==> config.mk <==
export PLATFORM = sky130hd
export DESIGN_NAME = bfs_ram
export DESIGN_NICKNAME = d
export VERILOG_FILES = /design/src/hdl/bfs_ram.sv
export SDC_FILE = /design/constraint.sdc
export NUM_CORES = 2
export LEC_CHECK = 0
export ABC_CLOCK_PERIOD_IN_PS = 4600
export CORE_MARGIN = 2
export CORE_UTILIZATION = 50
export DETAILED_ROUTE_END_ITERATION = 12
export DONT_BUFFER_PORTS = 1
export PLACE_DENSITY = 0.74
export SLEW_MARGIN = 20
export SYNTH_ARGS = -nofsm -noshare
export SYNTH_HDL_FRONTEND = slang
export SYNTH_SLANG_ARGS = --single-unit
==> constraint.sdc <==
create_clock -name clk -period 4.6 [get_ports clk]
set_clock_uncertainty 0.1 [all_clocks]
set_input_delay 0.69 -clock clk [delete_from_list [all_inputs] [get_ports clk]]
set_output_delay 0.69 -clock clk [all_outputs]
set_load 0.02 [all_outputs]
==> src/hdl/bfs_ram.sv <==
`timescale 1ns / 1ps
`default_nettype none

module bfs_ram #(
  parameter int WIDTH = 32,
  parameter int DEPTH = 128
) (
  input  wire logic                                     clk,
  input  wire logic                                     we,
  input  wire logic [((DEPTH > 1) ? $clog2(DEPTH) : 1)-1:0] waddr,
  input  wire logic [WIDTH-1:0]                         wdata,
  input  wire logic                                     re,
  input  wire logic [((DEPTH > 1) ? $clog2(DEPTH) : 1)-1:0] raddr,
  output logic      [WIDTH-1:0]                         rdata
);

  logic [WIDTH-1:0] mem_r [DEPTH];
  logic [WIDTH-1:0] rdata_r;

  always_ff @(posedge clk) begin
    if (we) begin
      mem_r[waddr] <= wdata;
    end
    if (re) begin
      rdata_r <= mem_r[raddr];
    end
  end

  assign rdata = rdata_r;

endmodule

`default_nettype wire

==> impl_metrics.ini <==
[clock_network]
ctsResizeCount = 0
clk-insertion-delay-late_ns = 0.92
numCtsBuffers = 387
cts_buffer_depth = 4
clk_pin_slew_worst_paths_ns = 0.07
htreeDepth = 5
clock-sinks = 4128
clock-root-buffer = clkbuf_16
tritoncts = yes

[synth]
synth_top_family_by_area = multiplexers
synth.distinct_cells = 16
synth_top_area_frac = 0.792
syn_area_sq_um = 157000
synth_edf_count = 4128
synth_xor_area_frac = 0
synth_compound_area_frac = 0
yosys-top-cells-count = 4128 x edfxtp_1, 1344 x mux4_2, 182 x clkbuf_1
yosys.area_share.adder = 0
ys_warn_count = 0
yosys.area.top_type = edfxtp_1
ys_seq_area_frac = 0.792
ys_seq_elements = 4128
yosys.area_share.simple = 0.00445
synth_area_leaders = edfxtp_1 79%, mux4_2 19%, clkbuf_1 0.44%, nor2_1 0.29%, buf_2 0.25%
yosysMostFrequentCell = edfxtp_1
syn_nets = 6039
synth.mux.area_fraction = 0.196
synth_ff_type = edfxtp_1
synthArstFlopShare = 0
synth.avg_cell_area_sq_um = 26.1
synthCells = 5990

[global_route]
grt_pass1_wl_microns = 575000
antenna_found_initial = 38
grt_max_degree = 1025
grt_use_total = 0.261
grt_pass1_vias = 72400
overflow = 0

[worst_setup_path]
cp_max_fo = 128
worstPathRequired_ns = 5.14
crit_type = input pin to flip-flop
reg2reg_setup_slack_ns = 1.70
endpoint_kind = flip-flop
cp-start-kind = input pin
cp.arrival_ns = 4.94

[placed_design]
io_buffers = 0
dp_hpwl_microns = 198000
pre_cts_ws_ns = -1.71
place_area_sq_um = 163000
place_congestion = 0.821

[power]
p_sw_uw = 16400
p_int_uw = 61600
ir_worst_vdd_mv = 0.355
leakage_uw = 0.0539
power_density_nw_per_um2 = 440
p_comb_frac = 0.047
clkPwrFrac = 0.416
p_seq_frac = 0.537
switching_share = 0.210

[sta]
finalSetupViolations = 0
whs_ns = 0.0879
tightest_slew_ns = 1.49
relSlewSlack = 0.00701
clock.fmax_ghz = 0.227
hold_viol_final = 0
rsz0062_at_grt = false
drv_slew = 0
fin_ws_ns = 0.203
period_share = 0.956
fin_crit_ns = 4.40

[cells_and_area]
design_area_sq_um = 177000
utilization = 0.569
drive_gt1_frac = 0.347
nFillCells = 21000
area_growth_pct = 13.2
layout.nets = 6337

[detailed_routing]
vias_per_cell = 6.69
drc = 0
detail_route.wl_per_cell_microns = 38.9
wirelength_microns = 419000
drt_iter0_markers = 13300
dr.pass1.iters = 8
ant_nets = 0
num_vias = 71900

[job]
drv_cap = 0

[floorplanning]
row_count = 205
ioPinCount = 81
dieArea_sq_um = 318000
core_area_sq_um = 312000
die_y_microns = 564
initial_utilization = 0.502
die_w_microns = 564

[min_path]
hold_path.class = input pin to flip-flop

[status]
status = finished clean
placed cells by master, fill, tap and decap left out, types with 4 or more instances in the layout:
master	count
clkbuf_16	396
clkbuf_1	60
nand3_1	8
edfxtp_1	4128
nor2_4	119
clkinv_1	89
clkinv_8	5
clkinvlp_4	17
clkinv_2	73
mux4_2	1344
mux2_2	32
diode_2	10
nor3_2	9
inv_16	4
buf_4	151
buf_16	50
nand3_2	4
buf_12	17
nor2b_1	7
inv_6	9
nand2_1	11
bufinv_16	50
sequential cells by signal, indices dropped and copies added, names as in the netlist:
name,count
mem_r,4096
rdata,32
metal layers:
metal | GRT usage | routed length (microns) | share of wire
met1 | 0.349 | 140000 | 0.33
met2 | 0.414 | 200000 | 0.48
met3 | 0.0603 | 55000 | 0.13
met4 | 0.120 | 23400 | 0.056
met5 | 0 | 100 | 0.00024
through the flow:
stage	cells	power, uW	TNS, ns
after floorplan	5990	44500	0
after global placement	9988	45100	-52.25
after detailed placement	9990	45200	-52.10
after CTS	10700	77800	0
after global routing	10700	79500	0
final	10800	77900	0
power by group through the flow:
stage               combinational (uW)  clock (uW)  sequential, uW
global placement                  2550           0           42600
floorplan                         2000           0           42500
detailed placement                2560           0           42600
CTS                               3360       32600           41800
global route                      3720       34000           41800
finish                            3630       32400           41800
timing repair:
item                       4_1_cts  5_1_grt
cloned                           3        4
hold buffers                    35        0
hold endpoints to repair      4136        0
buffers inserted                 0        0
setup endpoints to repair       32       32
cell families after synthesis:
logic type | count (synthesis)
flops | 4128
simple gates | 170
buf+inv | 316
mux | 1376
worst max-delay path: stages:
cell and delay [ns]:
buf_16 0.44, buf_16 0.46, buf_16 0.44, buf_16 0.52, mux4_2 0.43, mux4_2 0.62
mux4_2 0.52, mux2_2 0.28
final timing paths:
| kind | startpoint | cells after the start | end |
|---|---|---|---|
| hold reg to reg | mem_r[116][14] | 4 | rdata[14] |
| setup reg to reg | mem_r[5][13] | 4 | rdata[13] |
| hold / removal | wdata[14] | 1 | mem_r[106][14] |
| setup / recovery | raddr[2] | 8 | rdata[5] |
layout make-up:
type,count,area [sq um],share of cell area
flip-flops and latches,4128,124000,0.699
multi-input cells,1546,32300,0.182
clock buffers,452,10000,0.0566
well taps,4140,5180,0.0292
repair buffers,225,3050,0.0172
clock inverters,252,2680,0.0151
diodes,10,25.0,0.000141
(Power assumes the default switching activity.)
