==> src/hdl/bfs_pkg.sv <==
`timescale 1ns / 1ps
`default_nettype none

package bfs_pkg;

  localparam int TOT_W   = 13;
  localparam int LIM_W   = 6;
  localparam int BLK_W   = 12;
  localparam int CFG_W   = 13;
  localparam int CFG_I_W = 1;

  localparam logic [TOT_W-1:0] TOTAL_RST = 13'd4096;
  localparam logic [LIM_W-1:0] LIMIT_RST = 6'd60;

  typedef enum logic [CFG_I_W-1:0] {
    REG_TOTAL = 1'b0,
    REG_LIMIT = 1'b1
  } cfg_reg_t;

  typedef enum logic {
    CMD_REPLENISH = 1'b0,
    CMD_FREE      = 1'b1
  } cmd_code_t;

  typedef struct packed {
    logic             command;
    logic [BLK_W-1:0] blk_num;
    logic             cache_empty;
  } in_item_t;

  typedef struct packed {
    logic [BLK_W-1:0] block_ref;
    logic             ref_valid;
    logic             last;
    logic             exhausted;
  } out_item_t;

  typedef struct packed {
    logic clr_step;
    logic acc_free;
    logic acc_scan;
    logic acc_none;
    logic acc_exh;
    logic div_mul;
    logic div_fix;
    logic rd_cur;
    logic set_bit;
    logic find_step;
    logic emit_done;
  } dp_cmd_t;

  typedef struct packed {
    logic clr_last;
    logic go_free;
    logic go_scan;
    logic go_none;
    logic go_exh;
    logic find_end;
  } dp_sts_t;

endpackage

`default_nettype wire

==> src/hdl/bfs_ctrl.sv <==
`timescale 1ns / 1ps
`default_nettype none

module bfs_ctrl
  import bfs_pkg::*;
(
  input  wire logic    clk,
  input  wire logic    rst_n,
  input  wire logic    start,
  output logic         busy,
  input  wire dp_sts_t sts,
  output dp_cmd_t      cmd
);

  typedef enum logic [10:0] {
    S_CLR   = 11'b000_0000_0001,
    S_IDLE  = 11'b000_0000_0010,
    S_FDIV1 = 11'b000_0000_0100,
    S_FDIV2 = 11'b000_0000_1000,
    S_FRD   = 11'b000_0001_0000,
    S_FSET  = 11'b000_0010_0000,
    S_SDIV1 = 11'b000_0100_0000,
    S_SDIV2 = 11'b000_1000_0000,
    S_SRD   = 11'b001_0000_0000,
    S_FIND  = 11'b010_0000_0000,
    S_DONE  = 11'b100_0000_0000
  } state_t;

  state_t state_r, state_nxt;

  always_comb begin
    state_nxt = state_r;
    cmd       = '0;
    case (state_r)
      S_CLR: begin
        cmd.clr_step = 1'b1;
        if (sts.clr_last) begin
          state_nxt = S_IDLE;
        end
      end
      S_IDLE: begin
        if (start) begin
          if (sts.go_free) begin
            cmd.acc_free = 1'b1;
            state_nxt    = S_FDIV1;
          end else if (sts.go_scan) begin
            cmd.acc_scan = 1'b1;
            state_nxt    = S_SDIV1;
          end else if (sts.go_none) begin
            cmd.acc_none = 1'b1;
            state_nxt    = S_DONE;
          end else if (sts.go_exh) begin
            cmd.acc_exh = 1'b1;
            state_nxt   = S_DONE;
          end
        end
      end
      S_FDIV1: begin
        cmd.div_mul = 1'b1;
        state_nxt   = S_FDIV2;
      end
      S_FDIV2: begin
        cmd.div_fix = 1'b1;
        state_nxt   = S_FRD;
      end
      S_FRD: begin
        cmd.rd_cur = 1'b1;
        state_nxt  = S_FSET;
      end
      S_FSET: begin
        cmd.set_bit = 1'b1;
        state_nxt   = S_IDLE;
      end
      S_SDIV1: begin
        cmd.div_mul = 1'b1;
        state_nxt   = S_SDIV2;
      end
      S_SDIV2: begin
        cmd.div_fix = 1'b1;
        state_nxt   = S_SRD;
      end
      S_SRD: begin
        cmd.rd_cur = 1'b1;
        state_nxt  = S_FIND;
      end
      S_FIND: begin
        cmd.find_step = 1'b1;
        if (sts.find_end) begin
          state_nxt = S_DONE;
        end
      end
      S_DONE: begin
        cmd.emit_done = 1'b1;
        state_nxt     = S_IDLE;
      end
      default: begin
        state_nxt = S_IDLE;
      end
    endcase
  end

  always_ff @(posedge clk) begin
    if (!rst_n) begin
      state_r <= S_CLR;
    end else begin
      state_r <= state_nxt;
    end
  end

  assign busy = (state_r != S_IDLE);

endmodule

`default_nettype wire

==> config.mk <==
export PLATFORM = sky130hd
export DESIGN_NAME = bfs_ctrl
export DESIGN_NICKNAME = d
export VERILOG_FILES = /design/src/hdl/bfs_pkg.sv /design/src/hdl/bfs_ctrl.sv
export SDC_FILE = /design/constraint.sdc
export NUM_CORES = 1
export LEC_CHECK = 0
export ABC_AREA = 1
export BUFFER_PORTS_ARGS = -buffer_cell sky130_fd_sc_hd__buf_2
export CORE_MARGIN = 4
export CORE_UTILIZATION = 54
export DETAILED_ROUTE_END_ITERATION = 8
export PLACE_DENSITY = 0.8
export SYNTH_ARGS = -nofsm -noshare
export SYNTH_HDL_FRONTEND = slang
export SYNTH_SLANG_ARGS = --single-unit
==> constraint.sdc <==
create_clock -name clk -period 3.55 [get_ports clk]
set_input_delay 0.5325 -clock clk [delete_from_list [all_inputs] [get_ports clk]]
set_output_delay 0.5325 -clock clk [all_outputs]
set_load 0.02 [all_outputs]
==> flow_summary.json <==
{
  "power.density_nw_per_um2": 344,
  "design.final.nets": 157,
  "rsz0062_at_grt": "no",
  "drt_pre_antenna_iters": 5,
  "number_of_slew_limit_violations_in_the_final_report": 0,
  "number_of_buffers_created_by_cts": 3,
  "transition_time_of_the_tightest_slew_check_pin_ns": 0.363,
  "cts_htree_levels": 1,
  "route.final.wire_length_mm": 1.78,
  "setup-violations-final": 0,
  "drv_cap": 0,
  "placementRows": 13,
  "yosysTopAreaCellShare_pct": 27.3,
  "setup_total_negative_slack_ns": 0,
  "drt_iter0_markers": 27,
  "grtUsageTotal_pct": 19.8,
  "i_o_pin_count": 21,
  "critical_path_required_ns": 3.02,
  "synth_seq_cells": 11,
  "synthMostInstantiatedCell": "nand2_1",
  "clock_sinks": 11,
  "max-clock-path-buffers": 2,
  "max_flop_register": "state_r",
  "slew_headroom_pct": 75.8,
  "drc": 0,
  "period_minus_slack_ns": 2.16,
  "fmax_ghz": 0.464,
  "clock_skews_ns": 0.000800,
  "area_of_the_die_um2": 2170,
  "syn2layout_area_growth_pct": 16.6,
  "yosys_most_used_dff": "dfxtp_1",
  "fillerInstances": 118,
  "clock_tree.root_cell": "clkbuf_4",
  "floorplan.die.width_um": 46.6,
  "arrival_time_at_the_worst_endpoint_ns": 1.62,
  "starting_density_pct": 59.7,
  "postCtsSetupRepairBufs": 0,
  "synth_area_um2": 806,
  "insertion_delay_to_the_later_sink_of_the_worst_skew_pair_ns": 0.28,
  "cts_resized": 0,
  "synth.distinct_cells": 19,
  "drt-vias-per-instance": 5.06,
  "fin_crit_sh_pct": 60.8,
  "min-delay-path-class": "in2reg",
  "power.ir.vdd_worst_mv": 0.260,
  "placement.io_buffers": 20,
  "die_h_um": 46.6,
  "crit_path_start_kind": "flip-flop",
  "crit_family": "simple AND/OR/NAND/NOR gates",
  "detailedPlacementHpwl_mm": 1.41,
  "hold_violations": 0,
  "largestRegisters": "state_r: 11 flops",
  "max_stage_delay_ns": 0.34,
  "grt.overflow.total": 0,
  "cts_tree": "yes",
  "power_leakage_uw": 0.000575,
  "count_of_inserted_antenna_diode_cells": 0,
  "first_global_vias": 744,
  "met3_wirelength_um": 129,
  "cts_hold_buf": 0,
  "path_clk_slew_ns": 0.08,
  "fin_total_pwr_uw": 323,
  "critical_path_buf_inv_count": 1,
  "synth_commonest_cells": "27 x nand2_1, 26 x inv_1, 17 x nor2_1",
  "path_class": "reg2out",
  "seq_area_frac_synth_pct": 27.3,
  "detail_route.wl_per_cell_um": 11.0,
  "met1Wirelength_um": 751,
  "netlist.top_cell.by_area": "dfxtp_1",
  "drive_above_1_share_pct": 31.3,
  "worst_setup_path_end_kind": "output pin",
  "gp_routability_congestion": 0.836,
  "critPathMostFrequentCell": "nand2_4",
  "synth.top_cells.by_area": "dfxtp_1 27%, nand2_1 13%, inv_1 12%",
  "core_region_area_um2": 1350,
  "grt_pass1_wl_mm": 2.95,
  "run_status": "finished, final reports clean",
  "largest_register_ff_count": 11,
  "synthesis.area_per_instance_um2": 6.50,
  "synth_nets": 133,
  "critical_path.slowest_cell": "dfxtp_1",
  "met2RoutedLength_um": 865,
  "final_antenna_net_count": 0,
  "finalHoldWorstSlack_ns": 0.529,
  "crit_chain": "nor2_2 > nand2_4 > nor2_8 > nand2_4 > nor4_1 > buf_2",
  "detailroute.via_count": 819,
  "synth_cells": 124,
  "antenna_found_initial": 0,
  "top_signal_layer_used": "met4",
  "edff_count_synth": 0,
  "synth-async-reset-ratio_pct": 0,
  "yosysWarningCount": 0,
  "critical_path_peak_fanout": 9,
  "grt_max_degree": 12
}
## cells in the final DEF, fill, tap and decap left out
cell type	n
a21oi_1	1
and3_2	1
buf_2	20
clkbuf_1	1
clkbuf_4	3
dfxtp_1	11
inv_1	26
inv_2	2
nand2_1	27
nand2_2	1
nand2_4	3
nand3_1	5
nand3_2	5
nand4_1	6
nor2_1	17
nor2_2	7
nor2_4	3
nor2_8	1
nor3_1	3
nor3b_1	1
nor4_1	3
## routing by layer
layer / global-route usage (%) / up-vias
met3: 5.08 / 5
met1: 22.8 / 359
met5: 0 / -
met4: 11.6 / 0
met2: 32.7 / 32
li1: - / 423
## worst reg2reg max path: stages, from the launching register on
cell     delay [ns]
dfxtp_1        0.34
nor2_2         0.20
nand2_4        0.11
nor2_2         0.21
nand3_1        0.13
nand2_1        0.11
nor2_1         0.07
a21oi_1        0.12
nor2_1         0.05
## cell families after synthesis
family / Yosys count / share of synthesized area (%)
simple gates: 83 / 57.6
buf+inv: 29 / 14.4
compound gates: 1 / 0.621
flops: 11 / 27.3
## cell type report
cell class              count  area, um2  area share (%)
multi-input cells          84        469            49.9
well taps                  15       18.8            2.00
clock buffers               4       26.3            2.80
repair buffers             20        100            10.7
inverters                  28        105            11.2
flip-flops and latches     11        220            23.4
## where the power goes
part / internal (uW) / total [uW] / switching [uW]
sequential: 129 / 133 / 4.44
combinational: 32.1 / 97.8 / 65.7
clock: 43.7 / 92.0 / 48.3
## through the flow
stage	setup WS (ns)	instances	area [um2]	util, %
2_1_floorplan	1.51	124	806	-
3_3_place_gp	1.80	158	913	67.7
3_5_place_dp	1.72	158	913	67.7
4_1_cts	1.40	162	940	69.6
5_1_grt	1.28	162	940	69.6
6_report	1.39	162	940	69.6
## worst paths after layout
kind,from,end,slack [ns],depth (start not counted)
min,rst_n,state_r[0],0.53,2
max reg2reg,state_r[6],state_r[9],2.11,8
max,state_r[8],cmd[8],1.39,6
min reg2reg,state_r[9],state_r[9],0.55,2
No activity file was read; power rests on OpenSTA's default activity.
